===== config.mk =====
export PLATFORM = sky130hd
export DESIGN_NAME = modbus_rtu_response_checker_top
export DESIGN_NICKNAME = d
export VERILOG_FILES = /design/src/design/mbrc_pkg.sv /design/src/design/modbus_rtu_response_checker_top.sv
export SDC_FILE = /design/constraint.sdc
export NUM_CORES = 2
export LEC_CHECK = 0
export ABC_AREA = 1
export ABC_CLOCK_PERIOD_IN_PS = 5100
export BUFFER_PORTS_ARGS = -buffer_cell sky130_fd_sc_hd__buf_2
export CAP_MARGIN = 10
export CORE_UTILIZATION = 40
export CTS_BUF_LIST = sky130_fd_sc_hd__clkbuf_16
export CTS_CLUSTER_DIAMETER = 80
export DETAILED_ROUTE_END_ITERATION = 12
export PLACE_DENSITY = 0.62
export SLEW_MARGIN = 20
export SYNTH_ARGS = -nofsm -noshare
export SYNTH_HDL_FRONTEND = slang
export SYNTH_SLANG_ARGS = --single-unit

===== constraint.sdc =====
create_clock -name aclk -period 5.1 [get_ports aclk]
set_clock_uncertainty 0.15 [all_clocks]
set_input_delay 0.255 -clock aclk [delete_from_list [all_inputs] [get_ports aclk]]
set_output_delay 0.255 -clock aclk [all_outputs]
set_load 0.03 [all_outputs]

===== src/design/mbrc_pkg.sv =====
// ----------------------------------------------------------------------------
// mbrc_pkg: shared definitions for the Modbus RTU response checker
// Action and status codes, field widths, and the byte-wise CRC-16 update.
// ----------------------------------------------------------------------------
package mbrc_pkg;

    // Request kinds carried on the input channel.
    localparam logic [1:0] ACT_START = 2'd0;
    localparam logic [1:0] ACT_BYTE  = 2'd1;
    localparam logic [1:0] ACT_TICK  = 2'd2;
    localparam logic [1:0] ACT_READ  = 2'd3;

    // Transaction status codes.
    localparam logic [2:0] ST_READY        = 3'd0;
    localparam logic [2:0] ST_WAITING      = 3'd1;
    localparam logic [2:0] ST_SUCCESS      = 3'd2;
    localparam logic [2:0] ST_TIMEOUT      = 3'd3;
    localparam logic [2:0] ST_BAD_SLAVE    = 3'd4;
    localparam logic [2:0] ST_BAD_FUNCTION = 3'd5;
    localparam logic [2:0] ST_EXCEPTION    = 3'd6;
    localparam logic [2:0] ST_BAD_CRC      = 3'd7;

    // Configuration register indexes.
    localparam logic CFG_SLAVE_ADDRESS = 1'b0;
    localparam logic CFG_TIMEOUT_TICKS = 1'b1;

    localparam logic [15:0] CRC_SEED      = 16'hFFFF;
    localparam logic [15:0] CRC_POLY      = 16'hA001;
    localparam logic [7:0]  FIXED_LENGTH  = 8'd3;
    localparam logic [7:0]  START_LENGTH  = 8'd8;
    localparam logic [8:0]  HEADER_END    = 9'd5;
    localparam logic [6:0]  FUNC_READ_REG = 7'd3;
    localparam logic [15:0] TICK_MAX      = 16'hFFFF;
    localparam logic [15:0] WORD_MISSING  = 16'hFFFF;

    typedef logic [7:0] byte_t;

    // One byte through the reflected CRC-16, bit by bit.
    function automatic logic [15:0] crc_fold(input logic [15:0] crc, input byte_t b);
        logic [15:0] c;
        c = crc ^ {8'h00, b};
        for (int k = 0; k < 8; k++) begin
            if (c[0]) begin
                c = (c >> 1) ^ CRC_POLY;
            end else begin
                c = c >> 1;
            end
        end
        return c;
    endfunction

endpackage


===== src/design/modbus_rtu_response_checker_top.sv =====
// ----------------------------------------------------------------------------
// modbus_rtu_response_checker_top: master-side Modbus RTU response checker
// Checks a slave response byte by byte and keeps the committed data words.
// ----------------------------------------------------------------------------
// A start request arms the checker with the function code of the request just
// sent; byte requests then feed the response in order, tick requests advance
// the timeout, and read requests fetch a committed data word. Every request
// yields exactly one result, which carries the status after that request, the
// exception code, the word read and a finished flag; the finished flag travels
// as m_tlast and marks the result that closed the transaction. The block takes
// one request per clock cycle without gaps while m_tready keeps up: a request
// is captured in the input register, processed there by the state logic, and
// its result is registered in the result register. The data words live in a
// two-bank word memory with one bank bit per slot; a good function-3 response
// commits its words by flipping the bank bits of the committed slots, and reads
// go through the registered memory read port. The CRC update folds one byte
// per request through eight shift steps. After reset the block is ready at
// once and all in-range words read as zero.
// ----------------------------------------------------------------------------
module modbus_rtu_response_checker_top
    import mbrc_pkg::*;
#(
    parameter int WORD_SLOTS = 64
) (
    input  logic        aclk,
    input  logic        aresetn,
    // Configuration write port.
    input  logic        cfg_wr_en,
    input  logic        cfg_index,
    input  logic [15:0] cfg_wdata,
    // Request channel.
    input  logic        s_tvalid,
    output logic        s_tready,
    // Bits from the lowest up: expected_function[6:0], rx_byte[14:7],
    // word_index[22:15], zero fill [23].
    input  logic [23:0] s_tdata,
    // Bits from the lowest up: action[1:0].
    input  logic [1:0]  s_tuser,
    // Result channel.
    output logic        m_tvalid,
    input  logic        m_tready,
    // Bits from the lowest up: status[2:0], exception_code[10:3],
    // read_word[26:11], zero fill [31:27].
    output logic [31:0] m_tdata,
    // High on the result that finished the transaction.
    output logic        m_tlast
);

    // Slot index width and memory geometry: address is {bank, slot}.
    localparam int SLOT_W    = (WORD_SLOTS > 1) ? $clog2(WORD_SLOTS) : 1;
    localparam int MEM_DEPTH = 2 ** (SLOT_W + 1);
    localparam logic [8:0] SLOTS_LIMIT = 9'(WORD_SLOTS);

    // Configuration registers.
    logic [7:0]  slave_address_reg;
    logic [15:0] timeout_ticks_reg;

    // Input register.
    logic        in_valid_reg;
    logic [1:0]  in_action_reg;
    logic [6:0]  in_function_reg;
    byte_t       in_byte_reg;
    logic [7:0]  in_index_reg;

    // Transaction state.
    logic [2:0]  status_reg,      status_next;
    byte_t       exc_value_reg,   exc_value_next;
    logic [6:0]  func_exp_reg,    func_exp_next;
    logic [15:0] tick_count_reg,  tick_count_next;
    logic [8:0]  bytes_rcv_reg,   bytes_rcv_next;
    logic [7:0]  bytes_left_reg,  bytes_left_next;
    logic [15:0] crc_reg,         crc_next;
    byte_t       held_reg [2];
    byte_t       held_next [2];
    byte_t       header_reg [3];
    byte_t       header_next [3];
    byte_t       pending_reg,     pending_next;

    // Per-slot bank select of the committed copy, and per-slot written marks.
    logic [WORD_SLOTS-1:0] cbank_reg, cbank_next;
    logic [WORD_SLOTS-1:0] valid_reg, valid_next;

    // Word memory, two banks.
    logic [15:0]       mem [MEM_DEPTH];
    logic [15:0]       mem_rdata_reg;
    logic              mem_we;
    logic [SLOT_W:0]   mem_waddr;
    logic [15:0]       mem_wdata;
    logic              mem_re;
    logic [SLOT_W:0]   mem_raddr;

    // Result register.
    logic        out_valid_reg;
    logic [2:0]  out_status_reg;
    byte_t       out_exc_reg;
    logic [15:0] out_word_reg;
    logic        out_use_mem_reg;
    logic        out_finished_reg;

    logic        advance;
    logic        done;
    logic [15:0] word_value;
    logic        use_mem;

    // Helper values for a received byte.
    logic [8:0]        pos;
    logic [8:0]        data_pos;
    logic [7:0]        word_pos;
    logic              word_in_range;
    logic [SLOT_W-1:0] word_slot;
    logic [15:0]       crc_after;
    logic [15:0]       tick_inc;
    logic              read_in_range;
    logic [SLOT_W-1:0] read_slot;
    logic [6:0]        commit_count;

    // The request in the input register moves on whenever the result register
    // is free or being emptied in this cycle.
    assign advance  = in_valid_reg && (!out_valid_reg || m_tready);
    assign s_tready = !in_valid_reg || advance;

    assign pos           = bytes_rcv_reg;
    assign data_pos      = pos - 9'd3;
    assign word_pos      = data_pos[8:1];
    assign word_in_range = {1'b0, word_pos} < SLOTS_LIMIT;
    assign word_slot     = word_pos[SLOT_W-1:0];
    assign crc_after     = (pos >= 9'd2) ? crc_fold(crc_reg, held_reg[0]) : crc_reg;
    assign tick_inc      = (tick_count_reg == TICK_MAX) ? tick_count_reg
                                                        : tick_count_reg + 16'd1;
    assign read_in_range = {1'b0, in_index_reg} < SLOTS_LIMIT;
    assign read_slot     = in_index_reg[SLOT_W-1:0];

    always_comb begin
        status_next     = status_reg;
        exc_value_next  = exc_value_reg;
        func_exp_next   = func_exp_reg;
        tick_count_next = tick_count_reg;
        bytes_rcv_next  = bytes_rcv_reg;
        bytes_left_next = bytes_left_reg;
        crc_next        = crc_reg;
        held_next       = held_reg;
        header_next     = header_reg;
        pending_next    = pending_reg;
        cbank_next      = cbank_reg;
        valid_next      = valid_reg;
        mem_we          = 1'b0;
        mem_waddr       = {~cbank_reg[word_slot], word_slot};
        mem_wdata       = {pending_reg, in_byte_reg};
        mem_re          = 1'b0;
        mem_raddr       = {cbank_reg[read_slot], read_slot};
        done            = 1'b0;
        word_value      = 16'd0;
        use_mem         = 1'b0;
        commit_count    = header_reg[2][7:1];

        unique case (in_action_reg)
            ACT_START: begin
                func_exp_next   = in_function_reg;
                tick_count_next = 16'd0;
                bytes_rcv_next  = 9'd0;
                bytes_left_next = START_LENGTH;
                crc_next        = CRC_SEED;
                held_next[0]    = 8'd0;
                held_next[1]    = 8'd0;
                header_next[0]  = 8'd0;
                header_next[1]  = 8'd0;
                header_next[2]  = 8'd0;
                pending_next    = 8'd0;
                exc_value_next  = 8'd0;
                status_next     = ST_WAITING;
            end
            ACT_BYTE: begin
                if (status_reg == ST_WAITING) begin
                    crc_next     = crc_after;
                    held_next[0] = held_reg[1];
                    held_next[1] = in_byte_reg;
                    if (pos < 9'd3) begin
                        header_next[pos[1:0]] = in_byte_reg;
                    end else if (!data_pos[0]) begin
                        pending_next = in_byte_reg;
                    end else if (word_in_range) begin
                        mem_we = advance;
                    end
                    bytes_rcv_next  = pos + 9'd1;
                    bytes_left_next = bytes_left_reg - 8'd1;
                    commit_count    = header_next[2][7:1];

                    // Header check after the fifth byte, with address, function and count in place.
                    if (bytes_rcv_next == HEADER_END) begin
                        priority if (header_next[0] != slave_address_reg) begin
                            status_next = ST_BAD_SLAVE;
                            done        = 1'b1;
                        end else if (header_next[1][6:0] != func_exp_reg) begin
                            status_next = ST_BAD_FUNCTION;
                            done        = 1'b1;
                        end else if (header_next[1][7]) begin
                            exc_value_next = header_next[2];
                            status_next    = ST_EXCEPTION;
                            done           = 1'b1;
                        end else if (header_next[1] == {1'b0, FUNC_READ_REG}) begin
                            bytes_left_next = header_next[2];
                        end else begin
                            bytes_left_next = FIXED_LENGTH;
                        end
                    end

                    // End of frame: the two held bytes are the CRC, low first.
                    if (!done && bytes_left_next == 8'd0 && bytes_rcv_next >= HEADER_END) begin
                        done = 1'b1;
                        if (crc_after[7:0] != held_next[0] ||
                            crc_after[15:8] != held_next[1]) begin
                            status_next = ST_BAD_CRC;
                        end else begin
                            status_next = ST_SUCCESS;
                            if (header_next[1] == {1'b0, FUNC_READ_REG}) begin
                                for (int i = 0; i < WORD_SLOTS; i++) begin
                                    if (i < int'(commit_count)) begin
                                        cbank_next[i] = ~cbank_reg[i];
                                        valid_next[i] = 1'b1;
                                    end
                                end
                            end
                        end
                    end
                end
            end
            ACT_TICK: begin
                if (status_reg == ST_WAITING) begin
                    tick_count_next = tick_inc;
                    if (tick_inc > timeout_ticks_reg) begin
                        status_next = ST_TIMEOUT;
                        done        = 1'b1;
                    end
                end
            end
            ACT_READ: begin
                if (!read_in_range) begin
                    word_value = WORD_MISSING;
                end else if (valid_reg[read_slot]) begin
                    use_mem = 1'b1;
                    mem_re  = advance;
                end
            end
            default: begin
            end
        endcase
    end

    // Configuration writes.
    always_ff @(posedge aclk) begin
        if (!aresetn) begin
            slave_address_reg <= 8'd1;
            timeout_ticks_reg <= 16'd500;
        end else if (cfg_wr_en) begin
            unique case (cfg_index)
                CFG_SLAVE_ADDRESS: slave_address_reg <= cfg_wdata[7:0];
                CFG_TIMEOUT_TICKS: timeout_ticks_reg <= cfg_wdata;
                default: begin
                end
            endcase
        end
    end

    // Input register.
    always_ff @(posedge aclk) begin
        if (!aresetn) begin
            in_valid_reg <= 1'b0;
        end else if (s_tready) begin
            in_valid_reg <= s_tvalid;
        end
        if (s_tvalid && s_tready) begin
            in_action_reg   <= s_tuser;
            in_function_reg <= s_tdata[6:0];
            in_byte_reg     <= s_tdata[14:7];
            in_index_reg    <= s_tdata[22:15];
        end
    end

    // Transaction state.
    always_ff @(posedge aclk) begin
        if (!aresetn) begin
            status_reg     <= ST_READY;
            exc_value_reg  <= 8'd0;
            func_exp_reg   <= 7'd0;
            tick_count_reg <= 16'd0;
            bytes_rcv_reg  <= 9'd0;
            bytes_left_reg <= START_LENGTH;
            crc_reg        <= CRC_SEED;
            held_reg[0]    <= 8'd0;
            held_reg[1]    <= 8'd0;
            header_reg[0]  <= 8'd0;
            header_reg[1]  <= 8'd0;
            header_reg[2]  <= 8'd0;
            pending_reg    <= 8'd0;
            cbank_reg      <= '0;
            valid_reg      <= '0;
        end else if (advance) begin
            status_reg     <= status_next;
            exc_value_reg  <= exc_value_next;
            func_exp_reg   <= func_exp_next;
            tick_count_reg <= tick_count_next;
            bytes_rcv_reg  <= bytes_rcv_next;
            bytes_left_reg <= bytes_left_next;
            crc_reg        <= crc_next;
            held_reg       <= held_next;
            header_reg     <= header_next;
            pending_reg    <= pending_next;
            cbank_reg      <= cbank_next;
            valid_reg      <= valid_next;
        end
    end

    // Word memory: staging writes go to the bank not holding the committed copy.
    always_ff @(posedge aclk) begin
        if (mem_we) begin
            mem[mem_waddr] <= mem_wdata;
        end
        if (mem_re) begin
            mem_rdata_reg <= mem[mem_raddr];
        end
    end

    // Result register.
    always_ff @(posedge aclk) begin
        if (!aresetn) begin
            out_valid_reg <= 1'b0;
        end else if (advance) begin
            out_valid_reg <= 1'b1;
        end else if (m_tready) begin
            out_valid_reg <= 1'b0;
        end
        if (advance) begin
            out_status_reg   <= status_next;
            out_exc_reg      <= (status_next == ST_EXCEPTION) ? exc_value_next : 8'd0;
            out_word_reg     <= word_value;
            out_use_mem_reg  <= use_mem;
            out_finished_reg <= done;
        end
    end

    assign m_tvalid = out_valid_reg;
    assign m_tlast  = out_finished_reg;
    assign m_tdata  = {5'd0,
                       out_use_mem_reg ? mem_rdata_reg : out_word_reg,
                       out_exc_reg, out_status_reg};

    // A finished result always carries a final status.
    a_finished_final: assert property (@(posedge aclk) disable iff (!aresetn)
        out_valid_reg && out_finished_reg |->
            out_status_reg != ST_READY && out_status_reg != ST_WAITING)
        else $error("finished result without a final status");

    // An exception code is only reported with the exception status.
    a_exc_only_on_exception: assert property (@(posedge aclk) disable iff (!aresetn)
        out_valid_reg && out_exc_reg != 8'd0 |-> out_status_reg == ST_EXCEPTION)
        else $error("exception code reported with another status");

    // The input side only stalls when both stages hold a request and the
    // result is not being taken.
    a_stall_reason: assert property (@(posedge aclk) disable iff (!aresetn)
        !s_tready |-> in_valid_reg && out_valid_reg && !m_tready)
        else $error("input stalled without a full pipeline");

    // A processed start always leaves the checker waiting.
    a_start_arms: assert property (@(posedge aclk) disable iff (!aresetn)
        advance && in_action_reg == ACT_START |=> status_reg == ST_WAITING)
        else $error("start did not arm the checker");

endmodule

Yosys cells after proc, flatten, opt, wreduce, memory -nomap -nowiden
Memories as Yosys holds them, arrays and structs flattened. A register that Yosys moved wholly into a read port is not among the register bits.
Cells that the tools add are included.

word-level totals
  register bits after elaboration = 323
  latch bits = 0
  bits in writable memories = 2048
  bits in read-only memories = 0
  input bits = 48
  output and inout port bits = 35
  logic and storage cells = 500
  memories kept = 1

memories
  name  depth  bits a word  rd ports  clocked after memory_dff  write ports  RTL line                               text
  mem   128    16           1         1                         1            modbus_rtu_response_checker_top.sv:84  logic [15:0] mem [MEM_DEPTH];

operators by class
  add/sub/neg operators = 4
  multiply operators = 0
  divide/modulo/power cells = 0
  order comparisons = 74
  equality and inequality tests = 16
  shifts and indexed selects = 0
  multiplexer cells = 87
  bitwise gates (word level) = 77
  reductions and logical operators = 87

operators by type and width
  operator                                                              count
  7-bit AND reduction                                                   64
  16-bit 2-to-1 mux                                                     15
  6-bit by 7-bit < comparator with 1-bit output, first input constant   32
  8-bit 2-to-1 mux                                                      17
  5-bit by 7-bit < comparator with 1-bit output, first input constant   16
  24-bit 2-to-1 mux                                                     4
  16-bit one-hot mux with 2 select lines                                3
  1-bit inverter                                                        67
  4-bit by 7-bit < comparator with 1-bit output, first input constant   8
  24-bit one-hot mux with 2 select lines                                1
  8-bit one-hot mux with 2 select lines                                 3
  3-bit by 7-bit < comparator with 1-bit output, first input constant   4
  3-bit 2-to-1 mux                                                      9
  2-bit inverter with 3-bit output                                      9
  1-bit 2-to-1 mux                                                      26
  24-bit bitwise mux                                                    1
  8-bit != test                                                         3
  1-bit binary-select mux with 6-bit select                             3
  9-bit one-hot mux with 2 select lines                                 1
  16-bit by 1-bit adder with 16-bit output, second input constant       1
  8-bit demux with 2-bit select                                         1
  16-bit == test, second input constant                                 1
  16-bit greater-than comparator                                        1
  8-bit by 7-bit < comparator with 1-bit output, second input constant  2
  other kinds (32)                                                      53

Longest topological paths before layout
  word-level depth = 25
  mapped depth = 27
  mapped depth without buffers = 26

Least setup slack after synthesis
No wires, ideal clock.

  path type = reg-to-reg
  start point = register in_byte_reg[1]
  end point = register cbank_reg[16]
  library setup time = 0.070 ns
  arrival time = 4.324 ns
  required time = 4.880 ns
  slack = 0.555 ns
  stages on the path, launching flop included = 24
  path buffers = 2
  period minus slack after synthesis = 4.545 ns
  cells stage by stage = edfxtp_1 -> inv_1 -> nand2_1 -> o21ai_0 -> nand3_1 -> nand2_1 -> nand2_1 -> nand2_1 -> inv_1 -> nand2_1 -> nor2_1 -> nand2_1 -> nor2_2 -> nand2_2 -> nand2_1 -> o21ai_1 -> nor2_1 -> nand3_2 -> nor3_4 -> and2_1 -> buf_6 -> buf_6 -> nand3_1 -> a21oi_1

on the way
  longest elaborated chain between the ends = 16
  elaborated cells on any way between the ends = 28
  those cells by class = order compare: 1; eq/ne: 4; mux: 16; bitwise: 1; reduce/logical: 6

ends and longest elaborated chain
  item                                      RTL line                                                                        text
  start, declared                           modbus_rtu_response_checker_top.sv:62                                           byte_t in_byte_reg;
  start signal, assigned                    modbus_rtu_response_checker_top.sv:274                                          in_byte_reg <= s_tdata[14:7];
  24-bit bitwise mux                        modbus_rtu_response_checker_top.sv:178                                          header_next[pos[1:0]] = in_byte_reg;
  24-bit 2-to-1 mux                         modbus_rtu_response_checker_top.sv:177                                          if (pos < 9'd3) begin
  24-bit 2-to-1 mux                         modbus_rtu_response_checker_top.sv:173                                          if (status_reg == ST_WAITING) begin
  24-bit 2-to-1 mux                         modbus_rtu_response_checker_top.sv:156                                          unique case (in_action_reg)
  8-bit by 2-bit == test with 1-bit output  modbus_rtu_response_checker_top.sv:200, modbus_rtu_response_checker_top.sv:215
  8-bit 2-to-1 mux                          modbus_rtu_response_checker_top.sv:200                                          end else if (header_next[1] == {1'b0, FUNC_READ_REG}) begin
  8-bit 2-to-1 mux                          modbus_rtu_response_checker_top.sv:196                                          end else if (header_next[1][7]) begin
  8-bit 2-to-1 mux                          modbus_rtu_response_checker_top.sv:193                                          end else if (header_next[1][6:0] != func_exp_reg) begin
  8-bit 2-to-1 mux                          modbus_rtu_response_checker_top.sv:190                                          priority if (header_next[0] != slave_address_reg) begin
  8-bit 2-to-1 mux                          modbus_rtu_response_checker_top.sv:189                                          if (bytes_rcv_next == HEADER_END) begin
  8-bit 2-to-1 mux                          modbus_rtu_response_checker_top.sv:173
  8-bit 2-to-1 mux                          modbus_rtu_response_checker_top.sv:156
  8-bit zero test                           modbus_rtu_response_checker_top.sv:208                                          if (!done && bytes_left_next == 8'd0 && bytes_rcv_next >= HEADER_END) begin
  1-bit logical AND (2 in series)           modbus_rtu_response_checker_top.sv:208
  7-bit AND reduction (no line) (*)         n/a
  end signal, assigned                      modbus_rtu_response_checker_top.sv:308                                          cbank_reg <= cbank_next;
  end, declared                             modbus_rtu_response_checker_top.sv:80                                           logic [WORD_SLOTS-1:0] cbank_reg, cbank_next;

Mark *: on every way between the ends. The rest lies on a longest branch, timed or not. The select of a mux whose other input is x is not followed.
A chain may end at the register's enable or synchronous reset.

Worst setup path after layout
  start point = register bytes_rcv_reg[5]
  end point = register cbank_reg[56]

on the way
  longest elaborated chain between the ends = 16
  elaborated cells on any way between the ends = 35
  those cells by class = add/sub: 1; order compare: 4; eq/ne: 6; mux: 17; bitwise: 1; reduce/logical: 6

ends and longest elaborated chain
  item                                           RTL line                                                                        text
  start, declared                                modbus_rtu_response_checker_top.sv:70                                           logic [8:0] bytes_rcv_reg, bytes_rcv_next;
  start signal, assigned                         modbus_rtu_response_checker_top.sv:302                                          bytes_rcv_reg <= bytes_rcv_next;
  9-bit by 2-bit < comparator with 1-bit output  modbus_rtu_response_checker_top.sv:177
  24-bit 2-to-1 mux                              modbus_rtu_response_checker_top.sv:177
  24-bit 2-to-1 mux                              modbus_rtu_response_checker_top.sv:173
  24-bit 2-to-1 mux                              modbus_rtu_response_checker_top.sv:156
  8-bit by 2-bit == test with 1-bit output       modbus_rtu_response_checker_top.sv:200, modbus_rtu_response_checker_top.sv:215
  8-bit 2-to-1 mux                               modbus_rtu_response_checker_top.sv:200
  8-bit 2-to-1 mux                               modbus_rtu_response_checker_top.sv:196
  8-bit 2-to-1 mux                               modbus_rtu_response_checker_top.sv:193
  8-bit 2-to-1 mux                               modbus_rtu_response_checker_top.sv:190
  8-bit 2-to-1 mux                               modbus_rtu_response_checker_top.sv:189
  8-bit 2-to-1 mux                               modbus_rtu_response_checker_top.sv:173
  8-bit 2-to-1 mux                               modbus_rtu_response_checker_top.sv:156
  8-bit zero test                                modbus_rtu_response_checker_top.sv:208
  1-bit logical AND (2 in series)                modbus_rtu_response_checker_top.sv:208
  7-bit AND reduction (no line) (*)              n/a

Marks and branches as above.

==> results.py <==
metrics = {
    "die": {
        "core_um2": 241000,
        "dieArea_um2": 246000,
        "std_cell_rows": 180,
        "pin_count": 83,
        "die_w_um": 496,
        "initial_core_util_pct": 40.4,
        "die_height_um": 496,
    },
    "clock_network": {
        "path_clk_slew_ns": 0.06,
        "cts-htree-levels": 4,
        "cts_tree": "built",
        "clock_latency_ns": 0.88,
        "cts_buffer_depth": 3,
        "cts_buffers": 231,
        "cts-root-buf": "clkbuf_16",
        "cts_sinks": 2372,
    },
    "worst_setup_path": {
        "reg2reg_depth": 12,
        "crit_fanout": 18,
        "critPathLaunchType": "flop",
        "path_cells": "inv_2 -> nand2_2 -> nor2_4 -> nand2_4 -> nor2_2 -> o21ai_0 -> nor2_1 -> a21oi_1 -> a2111oi_0 -> nand3_1 -> nand2_1 -> a21oi_1",
        "critPathRequiredTime_ns": 5.61,
        "cp.arrival_ns": 5.11,
        "startpoint": "bytes_rcv_reg[5]",
        "cp-endpoint": "cbank_reg[56]",
        "worstSetupPathType": "reg2reg",
        "cp_slowest_cell": "nor2_1",
        "cpMostUsedCell": "a21oi_1",
        "r2r_end": "cbank_reg[56]",
        "r2r_start": "bytes_rcv_reg[5]",
        "end_kind": "flop",
        "ff2ff_setup_slack_ns": 0.50,
        "cp_slowest_stage_delay_ns": 0.70,
    },
    "finish": {
        "finalInstanceArea_um2": 111000,
        "drive_gt1_share_pct": 8.92,
        "fillers": 21700,
        "nets": 8846,
        "syn_to_final_growth_pct": 14.1,
        "fin_util_pct": 46.1,
        "final_common_cell": "edfxtp_1",
        "finalNonFillerCells": 12200,
        "layout_common_cells": "edfxtp_1 (2103), nor2_1 (1567), o21ai_0 (1452), nand2_1 (721), o22ai_1 (645)",
        "largest_reg_flops": 2048,
    },
    "yosys": {
        "syn_inst": 8601,
        "yosysWarningCount": 0,
        "ys_ff_latch": 2372,
        "syn_area_um2": 97500,
        "ys_seq_area_share_pct": 70.3,
        "yosysUniqueCellTypes": 50,
        "postSynthAreaPerCell_um2": 11.3,
    },
    "power_and_ir_drop": {
        "power.density_nw_per_um2": 361,
        "max-vdd-ir-drop_mv": 0.357,
        "power_uw": 40100,
        "leakage_uw": 0.0344,
    },
    "detailed_routing": {
        "drtPass1Iterations": 8,
        "post-route-drc-count": 0,
        "num_vias": 70000,
        "viasPerCell": 5.76,
        "drt-total-wl_um": 291000,
        "wl_per_cell_um": 24.0,
        "first_iter_violations": 8167,
        "postRouteAntennaNets": 0,
    },
    "min_path": {
        "min_path_type": "in2reg",
    },
    "placed_design": {
        "dpl-instance-area_um2": 103000,
        "io_buffers": 76,
        "place.gp.congestion": 0.914,
        "placedCellCount": 11600,
        "place_hpwl_um": 171000,
    },
    "timing": {
        "tightest_slew_ns": 1.16,
        "final.setup.tns_ns": 0,
        "hold_viol": 0,
        "setup_viol": 0,
        "post-route-period-util_pct": 90.2,
        "period_needed_ns": 4.60,
        "timing.fmax_mhz": 217,
        "finalMaxSlewViolations": 0,
        "relSlewSlack_pct": 22.8,
        "rsz0062_at_grt": "no",
    },
    "run": {
        "maxCapViolCount": 0,
    },
    "global_route": {
        "grt_max_degree": 172,
        "grt_pass1_wl_um": 428000,
        "antenna_found_initial": 6,
        "grt_use_total_pct": 23.2,
        "grt_overflow": 0,
        "grt_pass1_vias": 65900,
    },
    "outcome": {
        "status": "complete, no violations",
    },
}
==> metrics by stage <==
stage          setup WS (ns)  hold slack [ns]
3_5_place_dp           0.513            0.283
2_1_floorplan          0.555            0.204
6_report               0.501           0.0449
4_1_cts                0.400         0.000262
3_3_place_gp           0.484            0.282
5_1_grt               0.0345           0.0337
==> layer usage <==
metal	part of all wire (%)	GRT usage (%)	up-vias
met1	41	31.2	34600
met5	0.0093	0	-
met2	47	37.6	3255
li1	-	-	31600
met4	3.9	9.04	4
met3	8.5	3.71	538
==> synth_stat cells, drive strengths merged <==
library cell  count  area share (%)
edfxtp         2103              65
nor2           1574             6.1
o21ai          1459             7.5
nand2           729             2.8
o22ai           645             4.1
clkbuf          541             2.1
a21oi           335             1.7
inv             317             1.2
dfxtp           269             5.5
nand3           256             1.3
nor3             67            0.36
buf              50            0.29
o221ai           48            0.43
nor4             28            0.18
ha               27            0.35
o211ai           23            0.18
xor2             23            0.21
a221oi           17            0.15
o31ai            14            0.11
nand4            12           0.077
xnor2            11           0.099
a2111oi          10           0.090
o41ai             7           0.063
clkinv            6           0.023
or2               6           0.038
o32ai             5           0.045
a211oi            4           0.031
a31oi             3           0.019
o21a              3           0.023
nand3b            2           0.015
nor3b             2           0.015
a22oi             1          0.0077
and2              1          0.0064
conb              1          0.0038
o2111ai           1          0.0090
o21bai            1          0.0077
==> layout make-up <==
cell class | instances | area [um^2] | share of cell area (%)
Tap cell | 3185 | 3990 | 3.58
Clock buffer | 233 | 5830 | 5.24
Clock inverter | 199 | 1590 | 1.43
Antenna cell | 2 | 5.00 | 0.00450
Inverter | 323 | 1240 | 1.12
Sequential cell | 2372 | 68600 | 61.6
Timing Repair Buffer | 524 | 4580 | 4.12
Multi-Input combinational cell | 5319 | 25500 | 22.9
==> how the worst min path moves through the flow <==
stage	start	to	slack [ns]	depth (start not counted)
2_1_floorplan	s_tuser[0]	in_action_reg[0]	0.20	0
3_3_place_gp	s_tdata[17]	in_index_reg[2]	0.28	1
3_5_place_dp	s_tdata[3]	in_function_reg[3]	0.28	1
4_1_cts	cfg_wdata[0]	timeout_ticks_reg[0]	0.0003	4
5_1_grt	s_tdata[19]	in_index_reg[4]	0.03	2
6_report	s_tdata[19]	in_index_reg[4]	0.04	2
==> power breakdown <==
part	total [uW]	switching, uW	internal (uW)
Sequential	21100	40.6	21000
Clock	16800	7540	9220
Combinational	2320	1730	596
Total	40100	9310	30800
==> kinds of logic (layout without fill, tap and decap cells) <==
group,after synthesis,count (layout),synth area share [%]
other,1,7,0.00385
AO/OA/AOI/OAI,2576,2576,14.5
flip-flops,2372,2372,70.3
XOR/XNOR,34,34,0.305
AND/OR/NAND/NOR,2677,2677,10.9
buffers and inverters,914,1279,3.61
adder cells (fa/ha/maj),27,27,0.346
==> worst max-delay path: cells and delay by family (launching register included) <==
| kind | cells | cell delay (ns) |
|---|---|---|
| AO/OA/AOI/OAI | 4 | 1.46 |
| buffers and inverters | 1 | 0.14 |
| flip-flops | 1 | 0.39 |
| AND/OR/NAND/NOR | 7 | 2.22 |
==> timing repair <==
item	in CTS	in global routing
hold buffers	91	0
endpoints found under the hold margin	183	0
endpoints found under the setup margin	0	4
buffers inserted	0	0
gates resized for setup	0	1
No activity file was read; power rests on OpenSTA's default activity.
